<file path="src/sv/pwl_pkg.sv">
// ----------------------------------------------------------------------------
// pwl_pkg
// Shared types and constants of the piecewise-linear curve evaluator.
// ----------------------------------------------------------------------------
`default_nettype none

package pwl_pkg;

    localparam int MAX_POINTS  = 1024;
    localparam int IDX_W       = 10;
    localparam int CNT_W       = 11;
    localparam int VAL_W       = 16;
    localparam int PROD_W      = 2 * VAL_W;
    localparam int QUEUE_DEPTH = 2;
    localparam int QPTR_W      = 1;
    localparam int QCNT_W      = 2;
    localparam int DIV_CNT_W   = 5;

    // Opcode of an input word
    localparam logic OP_WRITE = 1'b0;
    localparam logic OP_EVAL  = 1'b1;

    // Classified word passed from front to back
    typedef struct packed {
        logic             op;
        logic [IDX_W-1:0] idx;
        logic [VAL_W-1:0] x;
        logic [VAL_W-1:0] y;
        logic [IDX_W-1:0] len_m1;
        logic             len_zero;
    } pwl_word_t;

    // Queue status seen by front and back
    typedef struct packed {
        logic full;
        logic empty;
    } pwl_q_status_t;

    // Back-end sequencer states
    typedef enum logic [2:0] {
        BK_IDLE,
        BK_PROBE_RD,
        BK_PROBE_CMP,
        BK_TAIL_RD,
        BK_TAIL_CMP,
        BK_MUL,
        BK_DIV
    } pwl_state_t;

endpackage

`default_nettype wire

</file>
<file path="src/sv/pwl_front.sv">
// ----------------------------------------------------------------------------
// pwl_front
// Accepts input words, holds the point count register and classifies each
// word with the saturated table length before queueing it.
// ----------------------------------------------------------------------------
`default_nettype none

module pwl_front (
    input  wire logic                         clk,
    input  wire logic                         rst_n,
    input  wire logic                         start,
    input  wire logic                         opcode,
    input  wire logic [pwl_pkg::IDX_W-1:0]    point_index,
    input  wire logic [pwl_pkg::VAL_W-1:0]    x_value,
    input  wire logic [pwl_pkg::VAL_W-1:0]    y_value,
    input  wire logic                         cfg_we,
    input  wire logic [pwl_pkg::CNT_W-1:0]    cfg_wdata,
    input  wire pwl_pkg::pwl_q_status_t       q_status,
    output logic                              busy,
    output logic                              push,
    output pwl_pkg::pwl_word_t                push_word
);

    logic [pwl_pkg::CNT_W-1:0] point_count_reg, point_count_next;
    logic [pwl_pkg::CNT_W-1:0] len_sat;
    logic [pwl_pkg::CNT_W-1:0] len_m1_full;

    // Capture the count register
    always_comb
    begin
        point_count_next = point_count_reg;
        if (cfg_we)
        begin
            point_count_next = cfg_wdata;
        end
    end

    always_ff @(posedge clk or negedge rst_n)
    begin
        if (!rst_n)
        begin
            point_count_reg <= pwl_pkg::CNT_W'(1);
        end
        else
        begin
            point_count_reg <= point_count_next;
        end
    end

    // Saturate the length to the table depth
    assign len_sat = (point_count_reg > pwl_pkg::CNT_W'(pwl_pkg::MAX_POINTS))
                   ? pwl_pkg::CNT_W'(pwl_pkg::MAX_POINTS) : point_count_reg;
    assign len_m1_full = len_sat - 1'b1;

    assign busy = q_status.full;
    assign push = start && !q_status.full;

    // Classify the word
    always_comb
    begin
        push_word.op       = opcode;
        push_word.idx      = point_index;
        push_word.x        = x_value;
        push_word.y        = y_value;
        push_word.len_m1   = len_m1_full[pwl_pkg::IDX_W-1:0];
        push_word.len_zero = (len_sat == '0);
    end

endmodule

`default_nettype wire

</file>
<file path="config.mk">
export PLATFORM = sky130hd
export DESIGN_NAME = pwl_front
export DESIGN_NICKNAME = d
export VERILOG_FILES = /design/src/sv/pwl_pkg.sv /design/src/sv/pwl_front.sv
export SDC_FILE = /design/constraint.sdc
export NUM_CORES = 1
export LEC_CHECK = 0
export BUFFER_PORTS_ARGS = -buffer_cell sky130_fd_sc_hd__buf_2
export CORE_MARGIN = 1
export CORE_UTILIZATION = 36
export DETAILED_ROUTE_END_ITERATION = 10
export MAX_ROUTING_LAYER = met4
export PLACE_DENSITY = 0.93
export SLEW_MARGIN = 10
export SYNTH_ARGS = -nofsm -noshare
export SYNTH_HDL_FRONTEND = slang
export SYNTH_SLANG_ARGS = --single-unit
</file>
<file path="constraint.sdc">
create_clock -name clk -period 4.04 [get_ports clk]
set_input_delay 0.808 -clock clk [delete_from_list [all_inputs] [get_ports clk]]
set_output_delay 0.808 -clock clk [all_outputs]
set_load 0.02 [all_outputs]
</file>
==> results.md <==
* Run status: complete, no violations
* Skew-Pair Late Insertion Delay at 270 ps
* Top cells by instance count after synthesis: 44 x buf_4, 10 x dfrtp_1, 9 x mux2_2, 7 x nand2_1
* Worst reg-to-reg setup slack at 3080 ps
* Drt first-iter violations at 10
* Time the worst path needs with I/O delays and setup at 2960 ps
* Leak at 0.388 nW
* Total inserted antenna cells at 0
* Worst-case setup slack after placement at 1370 ps
* Period utilization at 73.2%
* Synthesized netlist cell count at 113
* Switching Fraction at 34.4%
* Post-Syn Area per Cell at 8.90 um^2
* Number of flip-flops under the largest register name at 11
* Worst Setup End Kind: output pin
* Routability congestion estimate from global placement at 0.783
* Share of the synthesized area in the top cell type at 32.8%
* Worst Max-Slew Pin Slew at 469 ps
* Cell at the slowest stage of the critical path: or4_4
* Post-synth top area cell: buf_4
* TritonCTS Buffers at 3
* Detailed-route via count at 668
* Fraction of final layout cells with drive strength greater than 1 at 49.0%
* Setup slack after layout at 1080 ps
* Path category of the worst min-delay check: input pin to asynchronous set/reset pin
* Max-slew violation count at 0
* Worst-path maximum fanout at 7
* Std-Cell Core Area at 2570 um^2
* Aggregate global-route resource usage at 13.9%
* Clock slew seen by the registers of the worst setup and hold paths at 60 ps
* Sequential cell area fraction in the yosys report at 27.5%
* Synthesized cell area at 1010 um^2
* Number of antenna violations at the first check in global routing at 0
* Register bit count reported by yosys at 11
* # Post-CTS Setup Buffers at 0
* Cell area after placement at 842 um^2
* Die Span X at 54.9 um
* Hold_buf cts at 0
* Placed wire-length estimate at 1750 um
* Clock tree from TritonCTS: done
* Cell internal power dissipation at 0.000203 W
* Net Count, Synth at 174
* Final clock skew at 0 ps
* Async set-reset flop share out of synthesis at 100%
* Number of global-route vias before repair at 610
* Number of standard cells in the layout, taps in and fillers out at 128
* Vertical die dimension at 54.9 um
* Clock buffer depth at 2
* Number of setup violations in the final report at 0
* Die footprint at 3010 um^2
* Std-Cell Rows at 18
* Type of origin of the critical path: flop
* Number of top-level design ports at 116
* Net switching component of the power at 0.000107 W
* Critical path start-end classification: flop to output pin
* Ranking of synthesized cells by area: buf_4 33%, dfrtp_1 25%, mux2_2 10%
* Cts repair resizes at 0
* CTS H-Tree Depth at 1
* Number of nets still failing antenna checks after routing at 0
* Number of distinct standard cells referenced by the synthesized netlist at 27
* Fraction of power consumed by the clock network at 24.0%
* Endpoint arrival time on the critical path at 2150 ps
* Sequential share of power at 43.7%
* Depth of the worst register-to-register path at 2
* Starting Density at 39.2%
* Final Hold Vio Count at 0
* Post-detailed-route wirelength per cell at 15.7 um
* Logic gate share of total power at 32.2%
* First-pass iteration count of the detailed router at 4
* Most used standard cell by instance count after synthesis: buf_4
* Number of remaining DRC errors at 0
* Commonest register cell after synthesis: dfrtp_1
* Crit-path max cell delay at 560 ps
* Power Dens Cells at 357 nW/um^2
* Critical R2R Launch: point_count_reg[10]
* Capturing point of the worst reg2reg path: point_count_reg[10]
* Total of fill cells in the finished design at 295
* Vias per inst at 5.22
* Port Buffer Count at 28
* Number of enable flip-flop cells after synthesis at 0
* Ordered cell list for the critical path: or4_4, or3_4, a221oi_2, buf_2
* Finished layout cell area at 868 um^2
* Number of cells after detailed placement at 124
* Wire length of the first global-routing pass at 2770 um
* Unrepaired setup endpoints after global routing: no
* Layout-stage area growth over the synthesis result at -13.7%
* FMAX at 338 MHz
* Sinks on the clock net at 11
* Required @ worst endpoint at 3230 ps
* Post-Route WL at 2000 um
* Largest voltage drop on the vdd net at 0.227 mV
* Yosys synthesis warning count at 0
* Maximum Capacitance Violations at 0
* Total global routing overflow at 0
* Slew margin rel. at 68.4%
* Maximum number of pins on one net before global-route repair at 14
* Final sum of negative setup slack at 0 ps
* Cell at the root of the clock tree: clkbuf_4
* Layout net count at 160
==> per-layer routing <==
| layer | vias to the layer above | track usage, % | wire length (um) |
|---|---|---|---|
| met1 | 304 | 11.1 | 576 |
| met2 | 50 | 27.3 | 1130 |
| met3 | 7 | 3.06 | 263 |
| li1 | 307 | - | - |
| met4 | 0 | 8.97 | 34 |
| met5 | - | - | 0 |
==> cell families after synthesis <==
logic type	synth area share (%)
buf+inv	35.1
simple gates	15.9
mux	12.1
flops	27.5
compound gates	7.34
xor+xnor	0.871
fa+ha+maj	1.24
==> power groups by stage <==
stage               combinational, W  sequential (W)  clock [W]
floorplan                   0.000133        0.000134          0
global placement           0.0000994        0.000137          0
detailed placement          0.000101        0.000137          0
CTS                         0.000102        0.000135  0.0000779
global route                0.000110        0.000138  0.0000837
finish                     0.0000999        0.000136  0.0000745
==> worst max-delay path: cells and delay by family (launching register included) <==
| family | cells | cell delay, ps |
|---|---|---|
| AND/OR/NAND/NOR | 2 | 970 |
| flip-flops | 1 | 440 |
| AO/OA/AOI/OAI | 1 | 260 |
| buffers and inverters | 1 | 200 |
==> through the flow <==
step                      power, W  util (%)  hold WS (ps)
final                     0.000310      33.8           382
after global routing      0.000332      33.8           384
after CTS                 0.000315      33.8           383
after detailed placement  0.000239      32.8           531
after global placement    0.000236      32.8           529
after floorplan           0.000267         -           497
==> final cells by class <==
cell class	instances	area (um^2)	area share (%)
clock buffer	4	26.3	3.03
inverter	3	11.3	1.30
multi-input combinational	52	377	43.4
sequential	11	277	31.8
tap	30	37.5	4.32
timing repair buffer	28	140	16.1
==> placed cells by master, fill, tap and decap left out, types with 2 or more instances in the layout <==
cell	instances
nor2_1	5
or3_2	2
dfrtp_1	10
nand2_1	7
nand3_1	5
mux2_2	9
buf_2	28
or3_1	2
inv_1	3
mux2i_1	2
o21ai_0	5
clkbuf_4	3
o31ai_1	2
==> worst max-delay path by stage <==
| stage | startpoint | endpoint | slack, ps | cells after the start |
|---|---|---|---|---|
| global route | point_count_reg[10] | push_word[5] | 980 | 7 |
| detailed placement | point_count_reg[2] | push_word[5] | 1370 | 4 |
| CTS | point_count_reg[2] | push_word[5] | 1060 | 4 |
| finish | point_count_reg[2] | push_word[5] | 1080 | 4 |
| floorplan | point_count_reg[10] | push_word[5] | 1280 | 8 |
| global placement | point_count_reg[2] | push_word[5] | 1380 | 4 |
Power figures use the tool's default switching activity.
