## config.mk

```make
export PLATFORM = sky130hd
export DESIGN_NAME = pwl_queue
export DESIGN_NICKNAME = d
export VERILOG_FILES = /design/src/sv/pwl_pkg.sv /design/src/sv/pwl_queue.sv
export SDC_FILE = /design/constraint.sdc
export NUM_CORES = 1
export LEC_CHECK = 0
export CORE_MARGIN = 2
export CORE_UTILIZATION = 25
export CTS_CLUSTER_DIAMETER = 50
export DETAILED_ROUTE_END_ITERATION = 7
export DONT_BUFFER_PORTS = 1
export SLEW_MARGIN = 0
export SYNTH_ARGS = -nofsm -noshare
export SYNTH_HDL_FRONTEND = slang
export SYNTH_SLANG_ARGS = --single-unit
export TNS_END_PERCENT = 50
```

## constraint.sdc

```tcl
create_clock -name clk -period 4.7 [get_ports clk]
set_input_delay 0.235 -clock clk [delete_from_list [all_inputs] [get_ports clk]]
set_output_delay 0.235 -clock clk [all_outputs]
set_load 0.005 [all_outputs]
```

## src/sv/pwl_pkg.sv

```systemverilog
// ----------------------------------------------------------------------------
// pwl_pkg
// Shared types and constants of the piecewise-linear curve evaluator.
// ----------------------------------------------------------------------------
`default_nettype none

package pwl_pkg;

    localparam int MAX_POINTS  = 1024;
    localparam int IDX_W       = 10;
    localparam int CNT_W       = 11;
    localparam int VAL_W       = 16;
    localparam int PROD_W      = 2 * VAL_W;
    localparam int QUEUE_DEPTH = 2;
    localparam int QPTR_W      = 1;
    localparam int QCNT_W      = 2;
    localparam int DIV_CNT_W   = 5;

    // Opcode of an input word
    localparam logic OP_WRITE = 1'b0;
    localparam logic OP_EVAL  = 1'b1;

    // Classified word passed from front to back
    typedef struct packed {
        logic             op;
        logic [IDX_W-1:0] idx;
        logic [VAL_W-1:0] x;
        logic [VAL_W-1:0] y;
        logic [IDX_W-1:0] len_m1;
        logic             len_zero;
    } pwl_word_t;

    // Queue status seen by front and back
    typedef struct packed {
        logic full;
        logic empty;
    } pwl_q_status_t;

    // Back-end sequencer states
    typedef enum logic [2:0] {
        BK_IDLE,
        BK_PROBE_RD,
        BK_PROBE_CMP,
        BK_TAIL_RD,
        BK_TAIL_CMP,
        BK_MUL,
        BK_DIV
    } pwl_state_t;

endpackage

`default_nettype wire

```

## src/sv/pwl_queue.sv

```systemverilog
// ----------------------------------------------------------------------------
// pwl_queue
// Short FIFO of classified words between the front and the back.
// ----------------------------------------------------------------------------
`default_nettype none

module pwl_queue (
    input  wire logic                  clk,
    input  wire logic                  rst_n,
    input  wire logic                  push,
    input  wire pwl_pkg::pwl_word_t    push_word,
    input  wire logic                  pop,
    output pwl_pkg::pwl_word_t         head,
    output pwl_pkg::pwl_q_status_t     status
);

    pwl_pkg::pwl_word_t                 entry_reg [pwl_pkg::QUEUE_DEPTH];
    logic [pwl_pkg::QPTR_W-1:0]         wr_ptr_reg, wr_ptr_next;
    logic [pwl_pkg::QPTR_W-1:0]         rd_ptr_reg, rd_ptr_next;
    logic [pwl_pkg::QCNT_W-1:0]         count_reg, count_next;
    logic                               do_push;
    logic                               do_pop;

    assign status.full  = (count_reg == pwl_pkg::QCNT_W'(pwl_pkg::QUEUE_DEPTH));
    assign status.empty = (count_reg == '0);
    assign head         = entry_reg[rd_ptr_reg];

    assign do_push = push && !status.full;
    assign do_pop  = pop && !status.empty;

    // Advance pointers and fill level
    always_comb
    begin
        wr_ptr_next = wr_ptr_reg;
        rd_ptr_next = rd_ptr_reg;
        count_next  = count_reg;
        if (do_push)
        begin
            wr_ptr_next = wr_ptr_reg + 1'b1;
        end
        if (do_pop)
        begin
            rd_ptr_next = rd_ptr_reg + 1'b1;
        end
        if (do_push && !do_pop)
        begin
            count_next = count_reg + 1'b1;
        end
        else if (do_pop && !do_push)
        begin
            count_next = count_reg - 1'b1;
        end
    end

    always_ff @(posedge clk or negedge rst_n)
    begin
        if (!rst_n)
        begin
            wr_ptr_reg <= '0;
            rd_ptr_reg <= '0;
            count_reg  <= '0;
        end
        else
        begin
            wr_ptr_reg <= wr_ptr_next;
            rd_ptr_reg <= rd_ptr_next;
            count_reg  <= count_next;
        end
    end

    // Store the pushed word
    always_ff @(posedge clk)
    begin
        if (do_push)
        begin
            entry_reg[wr_ptr_reg] <= push_word;
        end
    end

endmodule

`default_nettype wire

```

==> reports/summary.txt, run 1 <==
Status = finished clean
Area grow syn2layout = 24.7%
FF-to-FF Start = count_reg[0]
Worst R2R Setup Slack = 2.36 ns
Capture point of the worst reg-to-reg path = entry_reg[0][10]
Total GRT Usage = 8.28%
Antenna-violating nets left = 0
Die area = 18400 µm²
Crit-path slowest cell = nor2_4
Worst skew pair latency = 0.35 ns
Post-Synthesis Cells = 187
Buf/Inv on CP = 1
Setup_tns = 0 ns
Ranking of synthesized cells by area = edfxtp_1 75%, mux2_4 17%, buf_12 2.3%
Hold_sp = pop
Synth Net Count = 246
Synth top area share = 74.7%
Die H = 136 µm
Largest area contributor in the netlist = edfxtp_1
Max Slew Vio Count = 0
Crit path max-delay family = simple AND/OR/NAND/NOR gates
CTS tree = done
WHS Endpoint = rd_ptr_reg
Core box area = 17100 µm²
Average wire per cell in the routed design = 15.3 µm
Worst Tran Pin Value = 1.03 ns
Post-synth top cells = 108 x edfxtp_1, 49 x mux2_4, 5 x buf_12, 5 x mux2_2, 4 x dfrtp_1
Cell area after synthesis = 4340 µm²
Share of flip-flops with an asynchronous set or reset = 3.57%
# DRC = 0
Hold Path Class = in -> reg
Root Driver = clkbuf_16
Clk_skew = 0.00573 ns
Worst-path clk slew = 0.07 ns
Finish-stage setup viols = 0
Worst EP required = 4.72 ns
Via count = 1838
Netlist cell types = 15
Max reg flops = 108
Endpoints failing hold = 0
1st-iter DRT viols = 57
Via density = 3.82
Count of state elements after synthesis = 112
Worst IR Drop VDD = 0.384 mV
Leak pwr = 1.92 nW
CTS buffer count = 9
Tmin final = 2.34 ns
Reg2Reg Depth = 4
Tcrit/Tclk final = 49.8%
CTS max path bufs = 2
Drt pass-1 iters = 4
Global route overflow = 0
Max Cap Viol = 0
Pre-CTS setup slack = 2.28 ns
Unrepaired setup endpoints after global routing = no
Layout cells sized above 1 = 28.7%
Routed WL = 7370 µm
Num ports = 114
Pwr dens = 569 nW/µm²
CP endpoint kind = flip-flop
First-pass GRT wire length = 10800 µm
Std-Cell Rows = 48
Crit path kind = reg -> reg
CP Cell Sequence = nand2b_1 -> nand2_1 -> nor2_4 -> buf_4
Clk sinks = 112
H-tree levels = 3
DP Area = 4540 µm²
Synth Flop Type = edfxtp_1
Hold path depth = 2
Startpoint Class = flip-flop
Relative slew slack = 31.2%
Final WS setup = 2.36 ns
Largest net degree at the start of global routing = 56
Placer congestion estimate = 0.650
Layout Utilization = 31.6%
Final nets = 308
Post-CTS setup buffers = 0
Post-route cell area = 5420 µm²
Crit path arrival time = 2.36 ns
Post-synth EDFFs = 108
Slowest stage delay, CP = 0.80 ns
Starting density of the core = 25.4%
Chip Width = 136 µm
Post-Syn Area per Cell = 23.2 µm²
CP max FO = 33
Fmax = 428 MHz
Synth warnings = 0
Port bufs = 0
Vias in the first global route = 1963
Register area share after synthesis = 77.0%
Hold slack = 0.104 ns
Count leader, synth = edfxtp_1
Antenna violations before repair = 2
==> power by group <==
part | total [mW] | internal (mW) | switching [mW]
sequential | 1.56 | 1.37 | 0.192
combinational | 0.715 | 0.422 | 0.292
clock | 0.806 | 0.468 | 0.338
==> metal layers <==
metal  track usage [%]  part of all wire, %  wire length (µm)  up-vias
met4              3.65                  1.8               136        0
met2              13.4                   48              3570       78
met1              9.01                   40              2980      896
met5                 0                    0                 0        -
li1                  -                    -                 -      854
met3              4.41                  9.4               692       10
==> worst max path at each step <==
| stage | startpoint | to | slack, ns | cells after the start |
|---|---|---|---|---|
| finish | count_reg[0] | entry_reg[0][10] | 2.36 | 4 |
| global route | count_reg[0] | entry_reg[0][10] | 2.11 | 4 |
| CTS | count_reg[0] | entry_reg[0][11] | 2.26 | 4 |
| floorplan | count_reg[0] | entry_reg[0][0] | 1.32 | 3 |
| global placement | count_reg[0] | entry_reg[0][50] | 2.39 | 4 |
| detailed placement | count_reg[0] | entry_reg[0][11] | 2.28 | 4 |
==> per-stage QoR <==
step	total power [mW]	std cells
2_1_floorplan	2.20	187
3_3_place_gp	2.26	408
3_5_place_dp	2.29	408
4_1_cts	3.15	479
5_1_grt	3.26	480
6_report	3.08	481
==> timing repair <==
item / 4_1_cts / 5_1_grt
endpoints found under the hold margin: 112 / 0
gates resized for setup: 0 / 0
hold buffers: 55 / 0
==> cell families after synthesis <==
| kind of cell | Yosys count | share of synthesized area (%) |
|---|---|---|
| compound gates | 1 | 0.115 |
| mux | 54 | 18.2 |
| buf+inv | 8 | 2.74 |
| xor+xnor | 5 | 1.01 |
| fa+ha+maj | 1 | 0.288 |
| flops | 112 | 77.0 |
| simple gates | 6 | 0.634 |
==> layout by cell type (no fill, tap or decap) <==
master         count
edfxtp_1         108
dlygate4sd3_1     55
mux2_4            49
clkbuf_16          9
mux2_2             5
xnor2_1            3
dfrtp_1            3
diode_2            2
inv_1              2
nor2_1             2
xor2_1             2
clkinv_1           2
bufinv_16          2
buf_4              2
nand2b_1           1
nand2_1            1
o21ai_1            1
and3_2             1
nor2_4             1
ha_1               1
clkinv_4           1
clkinvlp_4         1
inv_8              1
dfrtp_4            1
==> layout make-up <==
| cell class | count | area, µm² |
|---|---|---|
| Multi-Input combinational cell | 67 | 890 |
| Inverter | 2 | 7.51 |
| Antenna cell | 2 | 5.00 |
| Clock buffer | 9 | 225 |
| Clock inverter | 7 | 95.1 |
| Fill cell | 1643 | 11700 |
| Sequential cell | 112 | 3350 |
| Tap cell | 225 | 282 |
| Timing Repair Buffer | 57 | 566 |
No activity file was read; power rests on OpenSTA's default activity.
==> run 2, diff against run 1 <==
--- a/config.mk
+++ b/config.mk
@@ -5,6 +5,7 @@
 export SDC_FILE = /design/constraint.sdc
 export NUM_CORES = 1
 export LEC_CHECK = 0
+export ABC_AREA = 1
 export CORE_MARGIN = 2
 export CORE_UTILIZATION = 25
 export CTS_CLUSTER_DIAMETER = 50
==> constraint.sdc (replaced) <==
create_clock -name clk -period 2 [get_ports clk]
set_input_delay 0.1 -clock clk [delete_from_list [all_inputs] [get_ports clk]]
set_output_delay 0.1 -clock clk [all_outputs]
set_load 0.005 [all_outputs]
==> run 2 against run 1 <==
Compared with the run above: register-to-register slack got worse by 1.9 ns; sequential share of layout area rose by 0.92 points; first-iteration DRC count up 5.3%; clock power rose by 130%; final cell count rose by 25%; flip-flop and latch count is the same; critical path depth rose by 2; routed wire length rose by 12%; fmax rose by 51%.
==> reports/summary.txt, run 2 <==
Resized Gates After CTS = 0 (unchanged)
CP max FO = 54 (+64%)
Via count = 2392 (+30%)
CP endpoint kind = flip-flop
Netlist cell types = 15 (unchanged)
Synth Net Count = 372 (+51%)
Relative slew slack = 71.1% (+40 points)
Startpoint Class = flip-flop
Register area share after synthesis = 80.5% (+3.5 points)
Ranking of synthesized cells by area = edfxtp_1 78%, nand2_1 15%, dfrtp_1 2.4%
CTS max path bufs = 2 (unchanged)
Synth top area share = 78.0% (+3.4 points)
Drt pass-1 iters = 4 (unchanged)
Die area = 17700 µm² (-4.2%)
Num ports = 114 (unchanged)
Via density = 3.99 (+4.5%)
CP Cell Sequence = inv_1 -> nor2_2 -> nor2_2 -> nand2_1 -> inv_2 -> buf_12
Crit path arrival time = 1.57 ns (-0.79 ns)
# DRC = 0 (unchanged)
Worst-path clk slew = 0.07 ns (about the same)
Slowest stage delay, CP = 0.41 ns (-0.39 ns)
Global route overflow = 0 (unchanged)
DR WL met2 = 4300 µm (+21%)
Fill count = 1592 (-3.1%)
Post-CTS setup buffers = 0 (unchanged)
Crit-path slowest cell = dfrtp_1
Tmin final = 1.55 ns (-0.788 ns)
Final nets = 434 (+41%)
Cell area after synthesis = 4160 µm² (-4.3%)
Leak pwr = 2.05 nW (+6.7%)
Largest net degree at the start of global routing = 55 (-1.8%)
1st-iter DRT viols = 60 (+5.3%)
Max reg flops = 108 (unchanged)
Fmax = 645 MHz (+51%)
Total power = 7.05 mW (+130%)
DP Area = 4450 µm² (-2.0%)
Final Non-Filler Cells = 599 (+25%)
Die H = 133 µm (-2.1%)
H-tree levels = 3 (unchanged)
Post-Route M1 WL = 3100 µm (+3.9%)
Hold Path Class = in -> async
Unrepaired setup endpoints after global routing = no
Average wire per cell in the routed design = 13.7 µm (-10%)
Area grow syn2layout = 28.3%
Dpl cells = 528 (+29%)
Worst IR Drop VDD = 0.666 mV (+74%)
Worst Tran Pin Value = 0.429 ns (-0.601 ns)
Hpwl dp = 5310 µm
Layout cells sized above 1 = 7.12% (-22 points)
Synth warnings = 0 (unchanged)
Count of state elements after synthesis = 112 (unchanged)
Top sig layer = met4
Clk sinks = 112 (unchanged)
Routed WL = 8220 µm (+12%)
CTS buffer count = 9 (unchanged)
Root Driver = clkbuf_16
Std-Cell Rows = 47 (-2.1%)
Total GRT Usage = 9.62% (+1.3 points)
Clk_skew = 0.00718 ns (+0.00146 ns)
Antenna violations before repair = 0 (-2)
Placer congestion estimate = 0.681 (+4.8%)
Finish-stage setup viols = 0 (unchanged)
Max Slew Vio Count = 0 (unchanged)
Commonest non-fill, non-tap cell in the layout = nand2_1
Synth Flop Type = edfxtp_1
Max Cap Viol = 0 (unchanged)
Status = finished clean
Crit path max-delay family = buffers and inverters
Tcrit/Tclk final = 77.5% (+28 points)
Post-synth EDFFs = 108 (unchanged)
Port bufs = 0 (unchanged)
Vias in the first global route = 2536 (+29%)
Post-Syn Area per Cell = 13.3 µm² (-43%)
Count leader, synth = nand2_1
Post-Synthesis Cells = 313 (+67%)
Crit path kind = reg -> reg
Endpoints failing hold = 0 (unchanged)
CTS tree = done
Multi-input logic area = 719 µm² (-19%)
Share of flip-flops with an asynchronous set or reset = 3.57% (unchanged)
Post-route cell area = 5330 µm² (-1.5%)
Antenna-violating nets left = 0 (unchanged)
Sequential Area = 3340 µm² (about the same)
Buf/Inv on CP = 3 (+2)
Hold slack = 0.0212 ns (-0.0830 ns)
Diode count = 0 (-2)
Worst EP required = 2.01 ns (-2.71 ns)
Chip Width = 133 µm (-2.1%)
Largest area contributor in the netlist = edfxtp_1
Pwr dens = 1320 nW/µm² (+130%)
Starting density of the core = 25.3% (-0.047 points)
Post-synth top cells = 171 x nand2_1, 108 x edfxtp_1, 7 x inv_1
Most frequent cells in the layout = 171 x nand2_1, 108 x edfxtp_1, 56 x dlygate4sd3_1
Met3 wire length = 627 µm (-9.4%)
First-pass GRT wire length = 12800 µm (+18%)
Top cell by count, worst path = nor2_2
Worst skew pair latency = 0.34 ns (about the same)
Core box area = 16400 µm² (-4.1%)
Cts hold-fix bufs = 56 (+1.8%)
==> run 2: report_power, final <==
part | internal, mW | total (mW) | switching, mW | leakage [nW]
Sequential | 3.20 | 3.34 | 0.146 | 1.05
Combinational | 0.525 | 1.85 | 1.32 | 0.840
Clock | 1.10 | 1.86 | 0.767 | 0.156
==> run 2: worst paths after layout <==
kind                               from  slack, ns              end  cells past startpoint
hold / removal                    rst_n       0.02     count_reg[0]                      1
max in group asynchronous         rst_n       1.79       rd_ptr_reg                      1
setup reg to reg           count_reg[1]       0.45  entry_reg[0][7]                      6
min in group clk                    pop       0.04       rd_ptr_reg                      3
hold reg to reg              wr_ptr_reg       0.51       wr_ptr_reg                      2
setup / recovery           count_reg[1]       0.45  entry_reg[0][7]                      6
==> run 2: final cells by class <==
type / count / area share [%]
flip-flops and latches: 112 / 62.7
clock inverters: 6 / 1.78
clock buffers: 9 / 4.22
well taps: 220 / 5.16
repair buffers: 62 / 12.1
multi-input cells: 182 / 13.5
inverters: 8 / 0.563
==> run 2: routing by layer <==
| metal | up-vias | global-route usage, % |
|---|---|---|
| li1 | 1169 | - |
| met1 | 1122 | 9.57 |
| met2 | 84 | 17.2 |
| met3 | 17 | 4.25 |
| met4 | 0 | 4.42 |
| met5 | - | 0 |
==> run 2: cells by family (layout without fill, tap and decap cells) <==
kind of cell	count (synthesis)	after routing	synth area share (%)
XOR/XNOR	1	1	0.211
buffers and inverters	19	85	2.41
AO/OA/AOI/OAI	2	2	0.241
adder cells (fa/ha/maj)	1	1	0.301
flip-flops	112	112	80.5
AND/OR/NAND/NOR	178	178	16.4
==> run 2: through the flow <==
stage | setup slack (ns) | utilization [%] | setup TNS, ns
after floorplan | -0.156 | - | -8.43
after global placement | 0.544 | 27.1 | 0
after detailed placement | 0.440 | 27.1 | 0
after CTS | 0.421 | 32.5 | 0
after global routing | 0.318 | 32.5 | 0
final | 0.449 | 32.5 | 0
